File: src/sv/vmt_pkg.sv
// ----------------------------------------------------------------------------
// vmt_pkg
// Shared widths, types and item codes for the vertex matrix transform.
// ----------------------------------------------------------------------------
package vmt_pkg;

    // Fixed-point format of every component and matrix element
    localparam int DATA_WIDTH = 32;
    localparam int FRAC_BITS  = 16;

    // Matrix shape
    localparam int DIM        = 4;
    localparam int NUM_ELEMS  = DIM * DIM;
    localparam int IDX_WIDTH  = $clog2(NUM_ELEMS);

    // Exact product, pair sum and four-term sum widths
    localparam int PROD_WIDTH = 2 * DATA_WIDTH;
    localparam int PAIR_WIDTH = PROD_WIDTH + 1;
    localparam int SUM_WIDTH  = PROD_WIDTH + 2;

    // Item kinds
    localparam logic KIND_LOAD   = 1'b0;
    localparam logic KIND_VERTEX = 1'b1;

    typedef logic signed [DATA_WIDTH-1:0] data_t;
    typedef logic signed [PROD_WIDTH-1:0] prod_t;
    typedef logic signed [PAIR_WIDTH-1:0] pair_t;
    typedef logic signed [SUM_WIDTH-1:0]  sum_t;
    typedef logic        [IDX_WIDTH-1:0]  idx_t;

    typedef data_t matrix_t [NUM_ELEMS];
    typedef data_t vec_t    [DIM];
    typedef prod_t prods_t  [NUM_ELEMS];

    // Control that travels alongside a word in the pipeline
    typedef struct packed {
        logic valid;
        logic last;
    } tag_t;

endpackage

File: src/sv/vmt_reduce.sv
// ----------------------------------------------------------------------------
// vmt_reduce
// Remaining pipeline stages: pair sums per column, the four-term sum, then
// shift by the fraction width and saturate into the output register.
// ----------------------------------------------------------------------------
module vmt_reduce (
    input  logic            clk,
    input  logic            rst_n,
    input  vmt_pkg::tag_t   in_tag,
    input  vmt_pkg::prods_t prods,
    output logic            take,
    input  logic            result_stall,
    output logic            result_valid,
    output vmt_pkg::vec_t   result,
    output logic            result_last
);
    import vmt_pkg::*;

    localparam int HI_LSB = FRAC_BITS + DATA_WIDTH - 1;

    localparam data_t MAX_POS = {1'b0, {(DATA_WIDTH-1){1'b1}}};
    localparam data_t MIN_NEG = {1'b1, {(DATA_WIDTH-1){1'b0}}};

    logic  en2;
    logic  en3;
    logic  en4;

    tag_t  tag2_reg;
    tag_t  tag3_reg;
    tag_t  tag4_reg;

    pair_t lo_pair_reg [DIM];
    pair_t hi_pair_reg [DIM];
    pair_t lo_pair_next [DIM];
    pair_t hi_pair_next [DIM];
    sum_t  sum_reg [DIM];
    sum_t  sum_next [DIM];
    vec_t  res_reg;
    vec_t  res_next;
    logic [SUM_WIDTH-HI_LSB-1:0] hi_bits [DIM];

    // Each stage moves when empty or when the one after it moves
    assign en4  = !tag4_reg.valid || !result_stall;
    assign en3  = !tag3_reg.valid || en4;
    assign en2  = !tag2_reg.valid || en3;
    assign take = en2;

    // Stage two: rows 0+1 and rows 2+3 of each column
    always_comb
    begin
        for (int i = 0; i < DIM; i++)
        begin
            lo_pair_next[i] = PAIR_WIDTH'(prods[i]) + PAIR_WIDTH'(prods[DIM+i]);
            hi_pair_next[i] = PAIR_WIDTH'(prods[2*DIM+i]) + PAIR_WIDTH'(prods[3*DIM+i]);
        end
    end

    // Stage three: full column sum
    always_comb
    begin
        for (int i = 0; i < DIM; i++)
        begin
            sum_next[i] = SUM_WIDTH'(lo_pair_reg[i]) + SUM_WIDTH'(hi_pair_reg[i]);
        end
    end

    // Stage four: drop fraction bits, clamp to the data range
    always_comb
    begin
        for (int i = 0; i < DIM; i++)
        begin
            hi_bits[i] = sum_reg[i][SUM_WIDTH-1:HI_LSB];
            if ((&hi_bits[i]) || !(|hi_bits[i]))
            begin
                res_next[i] = sum_reg[i][HI_LSB:FRAC_BITS];
            end
            else if (sum_reg[i][SUM_WIDTH-1])
            begin
                res_next[i] = MIN_NEG;
            end
            else
            begin
                res_next[i] = MAX_POS;
            end
        end
    end

    // Advance valid bits and marks
    always_ff @(posedge clk or negedge rst_n)
    begin
        if (!rst_n)
        begin
            tag2_reg <= '0;
            tag3_reg <= '0;
            tag4_reg <= '0;
        end
        else
        begin
            if (en2)
            begin
                tag2_reg <= in_tag;
            end
            if (en3)
            begin
                tag3_reg <= tag2_reg;
            end
            if (en4)
            begin
                tag4_reg <= tag3_reg;
            end
        end
    end

    // Advance payload, holding it while stalled
    always_ff @(posedge clk)
    begin
        if (en2 && in_tag.valid)
        begin
            lo_pair_reg <= lo_pair_next;
            hi_pair_reg <= hi_pair_next;
        end
        if (en3 && tag2_reg.valid)
        begin
            sum_reg <= sum_next;
        end
        if (en4 && tag3_reg.valid)
        begin
            res_reg <= res_next;
        end
    end

    assign result_valid = tag4_reg.valid;
    assign result_last  = tag4_reg.last;
    assign result       = res_reg;

endmodule

File: config.mk
export PLATFORM = sky130hd
export DESIGN_NAME = vmt_reduce
export DESIGN_NICKNAME = d
export VERILOG_FILES = /design/src/sv/vmt_pkg.sv /design/src/sv/vmt_reduce.sv
export SDC_FILE = /design/constraint.sdc
export NUM_CORES = 2
export LEC_CHECK = 0
export BUFFER_PORTS_ARGS = -buffer_cell sky130_fd_sc_hd__buf_2
export CAP_MARGIN = 20
export CORE_AREA = 2 2 458 460
export CTS_CLUSTER_DIAMETER = 120
export DETAILED_ROUTE_END_ITERATION = 10
export DIE_AREA = 0 0 460 462
export HOLD_SLACK_MARGIN = 0.08
export PLACE_DENSITY_LB_ADDON = 0.12
export SLEW_MARGIN = 20
export SYNTH_ARGS = -nofsm -noshare
export SYNTH_HDL_FRONTEND = slang
export SYNTH_SLANG_ARGS = --single-unit
File: constraint.sdc
create_clock -name clk -period 27.9 [get_ports clk]
set_input_delay 2.79 -clock clk [delete_from_list [all_inputs] [get_ports clk]]
set_output_delay 2.79 -clock clk [all_outputs]
set_load 0.1 [all_outputs]
==> out/results.tsv <==
metric	value	unit
outcome	completed	
drc violations	0	
Top FF cell, synth	edfxtp_1	
sequential cell area	0.02561	mm^2
Worst setup SP type	primary input	
reg2reg path depth	12	
die extent in x	460	um
commonest non-fill, non-tap cell in the layout	buf_2	
Synth warnings	0	
fin worst setup slack	21.57	ns
DR WL/cell	24.08	um
post-synth top area cell	edfxtp_1	
final core utilization	38.69	%
port bufs	1159	
Cell variety after synth	93	
peak supply drop	0.00005450	V
hold_ws	0.4895	ns
1st-iter DRT viols	4466	
Routability Congestion	0.9634	
worst-path fanout max	4	
Setup TNS Final	0	ns
Synth async-reset ratio	0.7026	%
Final Cycle Share	22.69	%
core area	0.2081	mm^2
min Tclk post-route	6.332	ns
Fin Clk Skew	0.04123	ns
Avg Cell Area, Syn	9.565	um^2
Die Area	0.2125	mm^2
H-tree levels	3	
LEAKAGE	34.94	nW
Synth Register Bits	854	
Post-Synthesis Cells	7161	
post-synth top area share	37.18	%
commonest non-fill, non-tap cells in the layout	buf_2 (1159), a21oi_1 (873), edfxtp_1 (848), ha_1 (768), a21o_1 (609)	
CP Capture Type	output port	
area grow syn2layout	17.54	%
Finished Layout Cells	11000	
Boundary Pins	1160	
initial antenna violation count	103	
Syn Nets	8966	
Num CTS Buffers	103	
Slew Limit Fails	0	
vias in the first global route	59020	
# clock sinks	854	
final WL	264.8	mm
final hold violations	0	
Reg clk slew, reported paths	0.06	ns
final instance area	0.08051	mm^2
placed cell area	0.07683	mm^2
share of post-route cells with drive strength above 1	17.37	%
Mapped Area	0.06850	mm^2
Die Height	462	um
Post-layout nets	9964	
power per cell area	67.15	mW/mm^2
EDFF count, synth	848	
Fill cells	21180	
ANT nets after route	0	
CTS Hold Bufs	0	
clk buf depth	3	
top cells by area, synth	edfxtp_1 (37%), ha_1 (14%), a21o_1 (6.7%)	
via count	60690	
dpl ws	21.04	ns
largest net degree at the start of global routing	148	
Initial Utilization	32.91	%
Vias/cell	5.519	
Clock Latency Late Sink	0.75	ns
Slew @ Worst Pin	1.145	ns
TritonRoute pass-1 iters	6	
critical path class	primary input to output port	
Max Cap Viol	0	
GRT Total Usage	23.89	%
number of cells after detailed placement	10770	
Slew HR	22.88	%
CTS tree	done	
Fmax	157.9	MHz
first-pass GRT wire length	381.9	mm
area occupied by multi-input gates	0.04104	mm^2
# resized after CTS	0	
clk root buf	clkbuf_16	
Overall Power	5.407	mW
HP Class	register to register	
RSZ-0062 raised after global routing	no	
HPWL Detailed	222.4	mm
Post-CTS Setup Inserts	0	
GR Overflow Total	0	
arrival time worst endpoint	3.54	ns
Critical Path RT	25.11	ns
count of final setup violators	0	
hold depth	1	
row cnt	168	
Seq/Total Area, Yosys	37.40	%
## worst max-delay path: stages
cell,delay [ns]
buf_2,0.11
nand4_1,0.16
buf_2,0.48
## report_power, final
group | internal [mW] | switching [mW] | total (mW) | leakage (nW)
Clock | 0.846 | 0.586 | 1.43 | 1.77
Sequential | 1.77 | 0.112 | 1.88 | 8.24
Combinational | 0.736 | 1.36 | 2.09 | 24.9
## cell type report
type	count	share of cell area (%)
inverters	220	1.026
clock buffers	116	3.337
clock inverters	76	1.136
flip-flops and latches	854	31.81
multi-input cells	5804	50.97
repair buffers	1176	7.394
diodes	31	0.09635
well taps	2720	4.227
## cell families after synthesis
family | synth area share, %
buffers and inverters | 2.769
and+or+nand+nor | 12.10
DFF | 37.40
adders and majority gates | 14.26
muxes | 0.09498
AOI/OAI and AO/OA | 24.89
xor gates and xnor gates | 8.490
## metal layers
metal | track usage (%) | routed length (um) | up-vias
li1 | - | - | 29200
met1 | 31.74 | 117100 | 28960
met2 | 39.60 | 121700 | 2130
met3 | 3.672 | 16780 | 375
met4 | 7.778 | 9003 | 26
met5 | 0 | 165 | -
## synth_stat cells, types with 16 or more instances
| master | n |
|---|---|
| ha_1 | 768 |
| or3_1 | 22 |
| nor2_1 | 382 |
| o21ai_0 | 395 |
| a21boi_0 | 22 |
| or2_2 | 16 |
| and3_1 | 48 |
| clkbuf_1 | 274 |
| a211oi_1 | 41 |
| nor2b_1 | 76 |
| a21oi_1 | 873 |
| inv_1 | 220 |
| nor4_1 | 47 |
| nand3_1 | 139 |
| and2_1 | 33 |
| a21o_1 | 609 |
| o21ai_1 | 35 |
| nand2b_1 | 69 |
| a31oi_1 | 79 |
| a41oi_1 | 22 |
| xnor2_1 | 398 |
| o211ai_1 | 28 |
| o22ai_1 | 17 |
| a221oi_1 | 23 |
| nor3_1 | 91 |
| edfxtp_1 | 848 |
| a211o_1 | 19 |
| o31ai_1 | 35 |
| xor2_1 | 266 |
| o221ai_1 | 21 |
| nand2_1 | 504 |
| o21bai_1 | 160 |
| o21a_1 | 89 |
| nand4_1 | 236 |
## worst paths after layout
check                                      endpoint  slack (ns)                       start
setup / recovery                               take       21.57                result_stall
hold / removal              tag3_reg[0]$_DFFE_PN0P_        0.49     tag2_reg[0]$_DFFE_PN0N_
setup reg to reg              hi_bits[56]$_DFFE_PP_       23.49  lo_pair_reg[135]$_DFFE_PP_
hold reg to reg             tag3_reg[0]$_DFFE_PN0P_        0.49     tag2_reg[0]$_DFFE_PN0N_
max in group asynchronous   tag2_reg[0]$_DFFE_PN0N_       25.88                       rst_n
min in group asynchronous  result_valid$_DFFE_PN0P_        1.86                       rst_n
(Power assumes the default switching activity.)
