### config.mk
export PLATFORM = sky130hd
export DESIGN_NAME = vmt_matrix_store
export DESIGN_NICKNAME = d
export VERILOG_FILES = /design/src/sv/vmt_pkg.sv /design/src/sv/vmt_matrix_store.sv
export SDC_FILE = /design/constraint.sdc
export NUM_CORES = 1
export LEC_CHECK = 0
export ABC_AREA = 1
export BUFFER_PORTS_ARGS = -buffer_cell sky130_fd_sc_hd__buf_2
export CAP_MARGIN = 20
export CORE_UTILIZATION = 42
export CTS_BUF_LIST = sky130_fd_sc_hd__clkbuf_16
export CTS_CLUSTER_DIAMETER = 60
export CTS_CLUSTER_SIZE = 12
export DETAILED_ROUTE_END_ITERATION = 6
export GPL_TIMING_DRIVEN = 0
export PLACE_DENSITY = 0.75
export SETUP_SLACK_MARGIN = 0.05
export SKIP_LAST_GASP = 1
export SLEW_MARGIN = 40
export SYNTH_ARGS = -nofsm -noshare
export SYNTH_HDL_FRONTEND = slang
export SYNTH_SLANG_ARGS = --single-unit
### constraint.sdc
create_clock -name clk -period 0.8 [get_ports clk]
set_clock_uncertainty 0.05 [all_clocks]
set_input_delay 0 -clock clk [delete_from_list [all_inputs] [get_ports clk]]
set_output_delay 0 -clock clk [all_outputs]
set_load 0.01 [all_outputs]
### src/sv/vmt_pkg.sv
// ----------------------------------------------------------------------------
// vmt_pkg
// Shared widths, types and item codes for the vertex matrix transform.
// ----------------------------------------------------------------------------
package vmt_pkg;

    // Fixed-point format of every component and matrix element
    localparam int DATA_WIDTH = 32;
    localparam int FRAC_BITS  = 16;

    // Matrix shape
    localparam int DIM        = 4;
    localparam int NUM_ELEMS  = DIM * DIM;
    localparam int IDX_WIDTH  = $clog2(NUM_ELEMS);

    // Exact product, pair sum and four-term sum widths
    localparam int PROD_WIDTH = 2 * DATA_WIDTH;
    localparam int PAIR_WIDTH = PROD_WIDTH + 1;
    localparam int SUM_WIDTH  = PROD_WIDTH + 2;

    // Item kinds
    localparam logic KIND_LOAD   = 1'b0;
    localparam logic KIND_VERTEX = 1'b1;

    typedef logic signed [DATA_WIDTH-1:0] data_t;
    typedef logic signed [PROD_WIDTH-1:0] prod_t;
    typedef logic signed [PAIR_WIDTH-1:0] pair_t;
    typedef logic signed [SUM_WIDTH-1:0]  sum_t;
    typedef logic        [IDX_WIDTH-1:0]  idx_t;

    typedef data_t matrix_t [NUM_ELEMS];
    typedef data_t vec_t    [DIM];
    typedef prod_t prods_t  [NUM_ELEMS];

    // Control that travels alongside a word in the pipeline
    typedef struct packed {
        logic valid;
        logic last;
    } tag_t;

endpackage

### src/sv/vmt_matrix_store.sv
// ----------------------------------------------------------------------------
// vmt_matrix_store
// Sixteen-entry matrix register file, row-major, cleared at reset. One
// element is written per load word; all elements are read in parallel.
// ----------------------------------------------------------------------------
module vmt_matrix_store (
    input  logic             clk,
    input  logic             rst_n,
    input  logic             wr_en,
    input  vmt_pkg::idx_t    wr_index,
    input  vmt_pkg::data_t   wr_data,
    output vmt_pkg::matrix_t matrix
);
    import vmt_pkg::*;

    matrix_t matrix_reg;

    // Write one element per load word
    always_ff @(posedge clk or negedge rst_n)
    begin
        if (!rst_n)
        begin
            for (int i = 0; i < NUM_ELEMS; i++)
            begin
                matrix_reg[i] <= '0;
            end
        end
        else if (wr_en)
        begin
            matrix_reg[wr_index] <= wr_data;
        end
    end

    assign matrix = matrix_reg;

`ifndef ASSERT_OFF
    // A written element holds the written value on the next cycle
    a_store_write: assert property (@(posedge clk) disable iff (!rst_n)
        wr_en |=> matrix_reg[$past(wr_index)] == $past(wr_data))
        else $error("matrix element does not hold the loaded value");
`endif

endmodule

==> results.toml, run 1 <==
[min_path]
hold_path_class = "in2async"

[global_routing]
grt_pass1_wl_um = 123000
grt_antenna_before_repair = 1
grt_pass1_vias = 19800
grt_max_degree = 75
globalRouteOverflowTotal = 0
grtUsageTotal_pct = 32.5

[synth]
synth.yosys.seq_area_share_pct = 60.6
syn_area_um2 = 21100
avgSynthCellArea_um2 = 8.65
ys_warn_count = 0
synth_area_leaders = "dfrtp_1 (61%), nand2_1 (22%), nand4_1 (5.7%)"
yosysMostFrequentCell = "nand2_1"
synth_seq_cells = 512
async_flop_share_pct = 100
synth_cell_types = 12
synth_top_area_share_pct = 60.6
synth_cells = 2442
synth_flop_cell = "dfrtp_1"
ys_top_cells_by_count = "nand2_1 (1228), dfrtp_1 (512), nand4_1 (192)"
synth-edff-count = 0
synth_nets = 2481
synth_top_cell_by_area = "dfrtp_1"

[timing]
hold_slack_ns = -0.784
slew_headroom_pct = 45.4
finalWorstSetupSlack_ns = -0.462
rsz0062_at_grt = "true"
fmax_mhz = 792
post-route-period-util_pct = 158
hold_violations = 465
period_minus_slack_ns = 1.26
setup_viol = 644
max_slew.worst_pin.slew_ns = 0.818
slew_violations = 0

[die]
dieWidth_um = 226
die_area_um2 = 51200
fp.dieH_um = 226
initial_utilization_pct = 42.9
fp.coreArea_um2 = 49300
fp-row-count = 81
pin_count = 551

[power_and_ir_drop]
p_comb_share_pct = 34.7
cellInternalPower_mw = 58.3
seqPwrFrac_pct = 41.4
swShare_pct = 33.1
total_leakage_power_nw = 17.6
power.switching_mw = 28.8
power_density_nw_per_um2 = 2670
peakVddDrop_uv = 1960
p_clk_share_pct = 23.9

[cts]
cts_buffers = 49
root_buffer = "clkbuf_16"
clock_path_buffers = 3
clk_pin_slew_ns = 0.06
numClockSinks = 512
h-tree-depth = 2
clk_latency_ns = 0.58
cts_tree = "yes"

[routing]
vias = 22000
wirelength_um = 94100
firstDrtPassIters = 6
avgRoutedWirePerCell_um = 23.5
drt_iter0_markers = 2400
viasPerCell = 5.51
drc = 0
ant_nets = 0

[placement]
routabilityCongestion = 0.904
place_inst = 3632
dpl.hpwl_um = 55500
port_buffers = 516
place_ws_ns = -1.03

[critical_path]
path_depth = 1
cp.required_ns = 0.75
ff2ff_path_depth = 5
crit_family = "flip-flops"
cp.arrival_ns = 1.21
reg2reg_slack_ns = -0.19
worstSetupEndpointType = "primary output"
cp_num_buf_inv = 1
path_cells = "buf_6"
critPathMaxFanout = 2
path_class = "reg2out"
slowest_stage = "dfrtp_1"
critPathMaxStageDelay_ns = 0.47
cp-start-kind = "register"

[status]
violations = "negative hold slack, negative setup slack"
status = "finished with violations"

[cells_and_area]
drive_above_1_share_pct = 39.5
largest_register_ffs = 512
fillers = 3494
area_delta_synth_final_pct = 54.2
fin_nets = 3366
final_cells = 3996

[run]
cap_violations = 0
## power by group through the flow
stage               clock (mW)  sequential (mW)  combinational [mW]
detailed placement           0             34.8                18.5
global placement             0             34.8                17.9
global route              21.6             36.4                32.1
CTS                       20.5             35.0                24.7
floorplan                    0             37.3                6.20
finish                    20.8             36.1                30.2
## path summary, 6_finish.rpt
| kind | start | endpoint |
|---|---|---|
| setup / recovery | matrix[234] | matrix[234] |
| hold / removal | rst_n | matrix[27] |
| setup reg to reg | matrix[218] | matrix[218] |
| hold reg to reg | matrix[27] | matrix[27] |
| max in group asynchronous | rst_n | matrix[42] |
| min in group clk | wr_index[0] | matrix[447] |
## repair_timing
action	in CTS	in global routing
buffers inserted	187	156
pin swaps	28	109
hold endpoints to repair	564	443
endpoints found under the setup margin	903	1065
resized for setup	468	521
gates cloned	2	1
hold buffers	17	1
## kinds of logic (layout without fill, tap and decap cells)
| group | count (synthesis) | after routing | synth area share (%) |
|---|---|---|---|
| other | 0 | 2 | 0 |
| AND/OR/NAND/NOR | 1446 | 1446 | 28.1 |
| flip-flops | 512 | 512 | 60.6 |
| buffers and inverters | 356 | 1244 | 6.78 |
| AO/OA/AOI/OAI | 128 | 128 | 4.55 |
## metal layers
| metal | track usage, % | wire, µm | vias to the layer above |
|---|---|---|---|
| met1 | 41.3 | 33900 | 10700 |
| met5 | 0 | 11 | - |
| met4 | 15.5 | 6560 | 2 |
| met2 | 51.6 | 42900 | 1561 |
| met3 | 8.54 | 10700 | 458 |
| li1 | - | - | 9345 |
## layout make-up
| cell class | count | area, µm² | share of cell area (%) |
|---|---|---|---|
| sequential | 512 | 12800 | 39.3 |
| timing repair buffer | 834 | 7960 | 24.4 |
| multi-input combinational | 1574 | 7780 | 23.9 |
| buffer | 221 | 1430 | 4.38 |
| clock buffer | 49 | 1230 | 3.76 |
| tap | 664 | 831 | 2.55 |
| inverter | 135 | 518 | 1.59 |
| clock inverter | 5 | 27.5 | 0.0845 |
| antenna | 2 | 5.00 | 0.0154 |
## through the flow
stage	util, %	area [µm²]	hold slack (ns)	TNS (ns)	power [mW]
after floorplan	-	21600	-0.346	-43.64	43.5
after global placement	50.9	25100	0.286	-5851.59	52.7
after detailed placement	51.4	25300	-0.143	-443.41	53.3
after CTS	61.0	30100	-0.759	-195.08	80.2
after global routing	66.1	32600	-0.782	-212.64	90.1
final	66.2	32600	-0.784	-196.59	87.0
## layout by cell type (no fill, tap or decap), types with 4 or more instances in the layout
cell            instances
buf_12                 10
buf_16                  9
buf_2                 281
buf_4                  85
buf_6                 509
clkbuf_1               43
clkbuf_16              50
clkbuf_2               53
clkbuf_4               27
clkbuf_8               15
clkinv_2                4
dfrtp_1               511
dlygate4sd3_1           8
dlymetal6s4s_1         10
inv_1                  93
inv_2                  38
inv_4                   4
nand2_1              1042
nand2_2               168
nand2_4                18
nand3_2                 4
nand3_4                 6
nand4_1               192
nor2_4                 16
o21bai_1              117
o21bai_4               11
Note: power is estimated with default switching activity, not from simulation.
==> inputs of run 2 (changes only) <==
--- a/config.mk
+++ b/config.mk
@@ -14,7 +14,7 @@
 export CTS_CLUSTER_SIZE = 12
 export DETAILED_ROUTE_END_ITERATION = 6
 export GPL_TIMING_DRIVEN = 0
-export PLACE_DENSITY = 0.75
+export PLACE_DENSITY = 0.69
 export SETUP_SLACK_MARGIN = 0.05
 export SKIP_LAST_GASP = 1
 export SLEW_MARGIN = 40
==> results.toml, run 2 (synthesis results as in run 1) <==
[timing]
slew_violations = 0
fmax_mhz = 806
period_minus_slack_ns = 1.24
post-route-period-util_pct = 155
setup_viol = 606
rsz0062_at_grt = "true"
finalWorstSetupSlack_ns = -0.441
slew_headroom_pct = 44.7
max_slew.worst_pin.slew_ns = 0.829
hold_slack_ns = -0.794
hold_violations = 527

[global_routing]
grt_pass1_vias = 19400
grt_antenna_before_repair = 2
globalRouteOverflowTotal = 0
grt_pass1_wl_um = 122000
grt_max_degree = 79
grtUsageTotal_pct = 32.0

[die]
dieWidth_um = 226
fp.dieH_um = 226
die_area_um2 = 51200
fp.coreArea_um2 = 49300
initial_utilization_pct = 42.9
fp-row-count = 81
pin_count = 551

[cts]
cts_tree = "yes"
clk_pin_slew_ns = 0.06
clk_latency_ns = 0.59
cts_buffers = 50
numClockSinks = 512
root_buffer = "clkbuf_16"
h-tree-depth = 2
clock_path_buffers = 3

[cells_and_area]
fillers = 3856
area_delta_synth_final_pct = 52.8
drive_above_1_share_pct = 38.4
fin_nets = 3348
finalInstanceArea_um2 = 32300
largest_register_ffs = 512
most-common-layout-cells = "nand2_1 (1071), dfrtp_1 (512), buf_6 (492)"
layout_commonest_cell = "nand2_1"

[power_and_ir_drop]
power_density_nw_per_um2 = 2680
total_leakage_power_nw = 17.5
peakVddDrop_uv = 1940
finalPower_mw = 86.6

[routing]
firstDrtPassIters = 7
wirelength_um = 87000
ant_nets = 0
avgRoutedWirePerCell_um = 21.8
drc = 0
vias = 21000
viasPerCell = 5.28
drt_iter0_markers = 2010

[placement]
dpl.hpwl_um = 57200
place_ws_ns = -1.08
place_area_um2 = 25300
routabilityCongestion = 0.920
port_buffers = 516

[critical_path]
cp-start-kind = "register"
cp.required_ns = 0.75
critPathMaxStageDelay_ns = 0.43
path_class = "reg2out"
cp.arrival_ns = 1.19
critPathMaxFanout = 2
reg2reg_slack_ns = -0.19
slowest_stage = "dfrtp_1"
cp_num_buf_inv = 1
worstSetupEndpointType = "primary output"
crit_family = "flip-flops"
path_cells = "buf_2"

[min_path]
hold_path_class = "in2async"

[run]
cap_violations = 0

[status]
status = "finished with violations"
violations = "negative hold slack, negative setup slack"
-- run 2: power breakdown --
part           internal [mW]  total, mW  leakage [nW]  switching [mW]
clock network           11.6       21.7         0.674            10.1
logic                   15.6       29.1          10.4            13.5
registers               31.4       35.8          6.40            4.38
total                   58.7       86.6          17.5            28.0
-- run 2: worst paths after layout --
check                                 start     endpoint  cells after the start
worst min register to register  matrix[476]  matrix[476]                      2
min in group clk                wr_index[0]  matrix[416]                      4
worst min-delay path                  rst_n  matrix[379]                      1
worst max register to register  matrix[288]  matrix[288]                      5
max in group asynchronous             rst_n   matrix[78]                      4
worst max-delay path            matrix[396]  matrix[396]                      1
-- run 2: metrics by stage --
step | TNS (ns) | instances | util (%)
after floorplan | -43.64 | 2442 | -
after global placement | -5723.90 | 3622 | 50.9
after CTS | -201.94 | 3884 | 60.9
after detailed placement | -459.82 | 3629 | 51.3
after global routing | -215.04 | 3982 | 65.5
final | -199.08 | 3984 | 65.6
-- run 2: timing repair --
action	4_1_cts	5_1_grt
resized for setup	493	457
pin swaps	35	91
setup buffers	182	141
setup endpoints to repair	884	1073
gates cloned	0	2
hold endpoints to repair	612	480
hold buffers	13	4
-- run 2: routing by layer --
layer  vias to the layer above  part of all wire (%)  GRT usage [%]
met5                         -                 0.015              0
met4                         2                   4.8           14.4
met3                       244                   9.6           8.35
met2                      1094                    47           50.5
met1                     10400                    39           41.5
li1                       9316                     -              -
-- run 2: cell type report --
type / count / area, µm² / area share, %
well taps: 664 / 831 / 2.57
repair buffers: 816 / 7680 / 23.8
clock buffers: 53 / 1330 / 4.11
clock inverters: 8 / 42.5 / 0.132
diodes: 2 / 5.00 / 0.0155
flip-flops and latches: 512 / 12800 / 39.7
plain buffers: 220 / 1410 / 4.36
inverters: 135 / 518 / 1.60
multi-input cells: 1574 / 7670 / 23.8
==> inputs of run 3 (changes only) <==
--- a/config.mk
+++ b/config.mk
@@ -8,6 +8,7 @@
 export ABC_AREA = 1
 export BUFFER_PORTS_ARGS = -buffer_cell sky130_fd_sc_hd__buf_2
 export CAP_MARGIN = 20
+export CORE_ASPECT_RATIO = 0.8
 export CORE_UTILIZATION = 42
 export CTS_BUF_LIST = sky130_fd_sc_hd__clkbuf_16
 export CTS_CLUSTER_DIAMETER = 60
==> results.toml, run 3 (synthesis results as in run 1) <==
[timing]
setup_viol = 578
slew_violations = 0
hold_violations = 455
hold_slack_ns = -0.752
rsz0062_at_grt = "true"
finalWorstSetupSlack_ns = -0.448
fmax_mhz = 801
post-route-period-util_pct = 156
max_slew.worst_pin.slew_ns = 0.783
slew_headroom_pct = 47.8
period_minus_slack_ns = 1.25

[cells_and_area]
multi_input_area_um2 = 7790
fillers = 3895
largest_register_ffs = 512
fin_nets = 3321
diodes = 0
seq_area_um2 = 12800
area_delta_synth_final_pct = 51.6
layout_commonest_cell = "nand2_1"
most-common-layout-cells = "nand2_1 (1043), dfrtp_1 (510), buf_6 (476)"
finalInstanceArea_um2 = 32000
drive_above_1_share_pct = 38.7

[critical_path]
ff2ff_path_depth = 5
worstSetupEndpointType = "primary output"
cp-startpoint = "matrix[236]"
path_class = "reg2out"
cp_num_buf_inv = 1
cp.required_ns = 0.75
path_cells = "buf_2"
cp.arrival_ns = 1.20
cp-start-kind = "register"
r2r-start = "matrix[318]"
regToRegEndpoint = "matrix[318]"
crit_family = "flip-flops"
critPathMaxStageDelay_ns = 0.44
cp-endpoint = "matrix[236]"
slowest_stage = "dfrtp_1"
reg2reg_slack_ns = -0.19
path_depth = 1
critPathMaxFanout = 2

[power_and_ir_drop]
total_leakage_power_nw = 17.3
power_density_nw_per_um2 = 2670
peakVddDrop_uv = 1590
finalPower_mw = 85.5

[cts]
clk_pin_slew_ns = 0.06
numClockSinks = 512
h-tree-depth = 2
clk_latency_ns = 0.58
root_buffer = "clkbuf_16"
cts_tree = "yes"
cts_buffers = 49
clock_path_buffers = 3

[global_routing]
gr-usage-met3_pct = 8.73
globalRouteMet1Util_pct = 42.7
globalRouteOverflowTotal = 0
grt_max_degree = 76
grt_use_met2_pct = 49.5
grtUsageTotal_pct = 31.8
grt_antenna_before_repair = 0
grt_pass1_vias = 19500
gr-max-usage-layer = "met2"
grt_pass1_wl_um = 122000

[placement]
place_ws_ns = -1.01
dpl.hpwl_um = 57500
routabilityCongestion = 0.930
port_buffers = 516
place_area_um2 = 25300

[status]
status = "finished with violations"
violations = "negative hold slack, negative setup slack"

[die]
initial_utilization_pct = 42.5
fp.coreArea_um2 = 49700
die_area_um2 = 51200
fp-row-count = 73
fp.dieH_um = 203
dieWidth_um = 253
pin_count = 551

[routing]
firstDrtPassIters = 5
drt_iter0_markers = 2143
wirelength_um = 86800
drc = 0
viasPerCell = 5.29
vias = 21000
avgRoutedWirePerCell_um = 21.9
ant_nets = 0

[run]
cap_violations = 0

[min_path]
hold_path_class = "in2async"
==> run 3: how the worst min path moves through the flow <==
stage	start	endpoint	cells after the start
global placement	wr_index[0]	matrix[447]	4
global route	rst_n	matrix[130]	1
CTS	rst_n	matrix[130]	1
floorplan	rst_n	matrix[0]	0
detailed placement	rst_n	matrix[130]	1
finish	rst_n	matrix[130]	1
==> run 3: power by group <==
group / leakage (nW) / internal (mW) / total, mW / switching, mW
registers: 6.40 / 31.4 / 35.8 / 4.35
clock network: 0.631 / 11.1 / 20.8 / 9.72
logic: 10.2 / 15.3 / 28.8 / 13.6
total: 17.3 / 57.8 / 85.5 / 27.6
==> run 3: worst reg2reg max path, stage by stage, from the launching register on <==
cell and delay (ns):
dfrtp_1 0.41, buf_6 0.13, buf_6 0.10, inv_2 0.03, o21bai_1 0.09, nand2_1 0.07
==> run 3: per-layer routing <==
layer  vias to the layer above  wire length [µm]
li1                       9262                 -
met1                     10300             34200
met2                      1141             39700
met3                       248              9390
met4                         0              3460
met5                         -                 0
==> run 3: area by class of cell <==
cell class | count | share of cell area, %
Timing Repair Buffer | 790 | 23.0
Sequential cell | 512 | 40.0
Clock inverter | 4 | 0.152
Buffer | 220 | 4.52
Multi-Input combinational cell | 1574 | 24.3
Tap cell | 675 | 2.64
Inverter | 135 | 1.62
Clock buffer | 49 | 3.83
==> run 3: stage by stage <==
step	setup TNS, ns	util (%)	cells
finish	-187.22	64.5	3959
detailed placement	-518.52	50.9	3640
CTS	-195.72	59.6	3862
global placement	-5673.32	50.5	3633
global route	-211.58	64.5	3959
floorplan	-43.64	-	2442
==> run 3: what timing repair did <==
action / 4_1_cts / 5_1_grt
setup endpoints to repair: 1149 / 1130
cloned: 2 / 2
endpoints found under the hold margin: 522 / 396
gates resized for setup: 454 / 514
pin swaps: 16 / 99
hold buffers: 6 / 1
setup buffers: 161 / 159
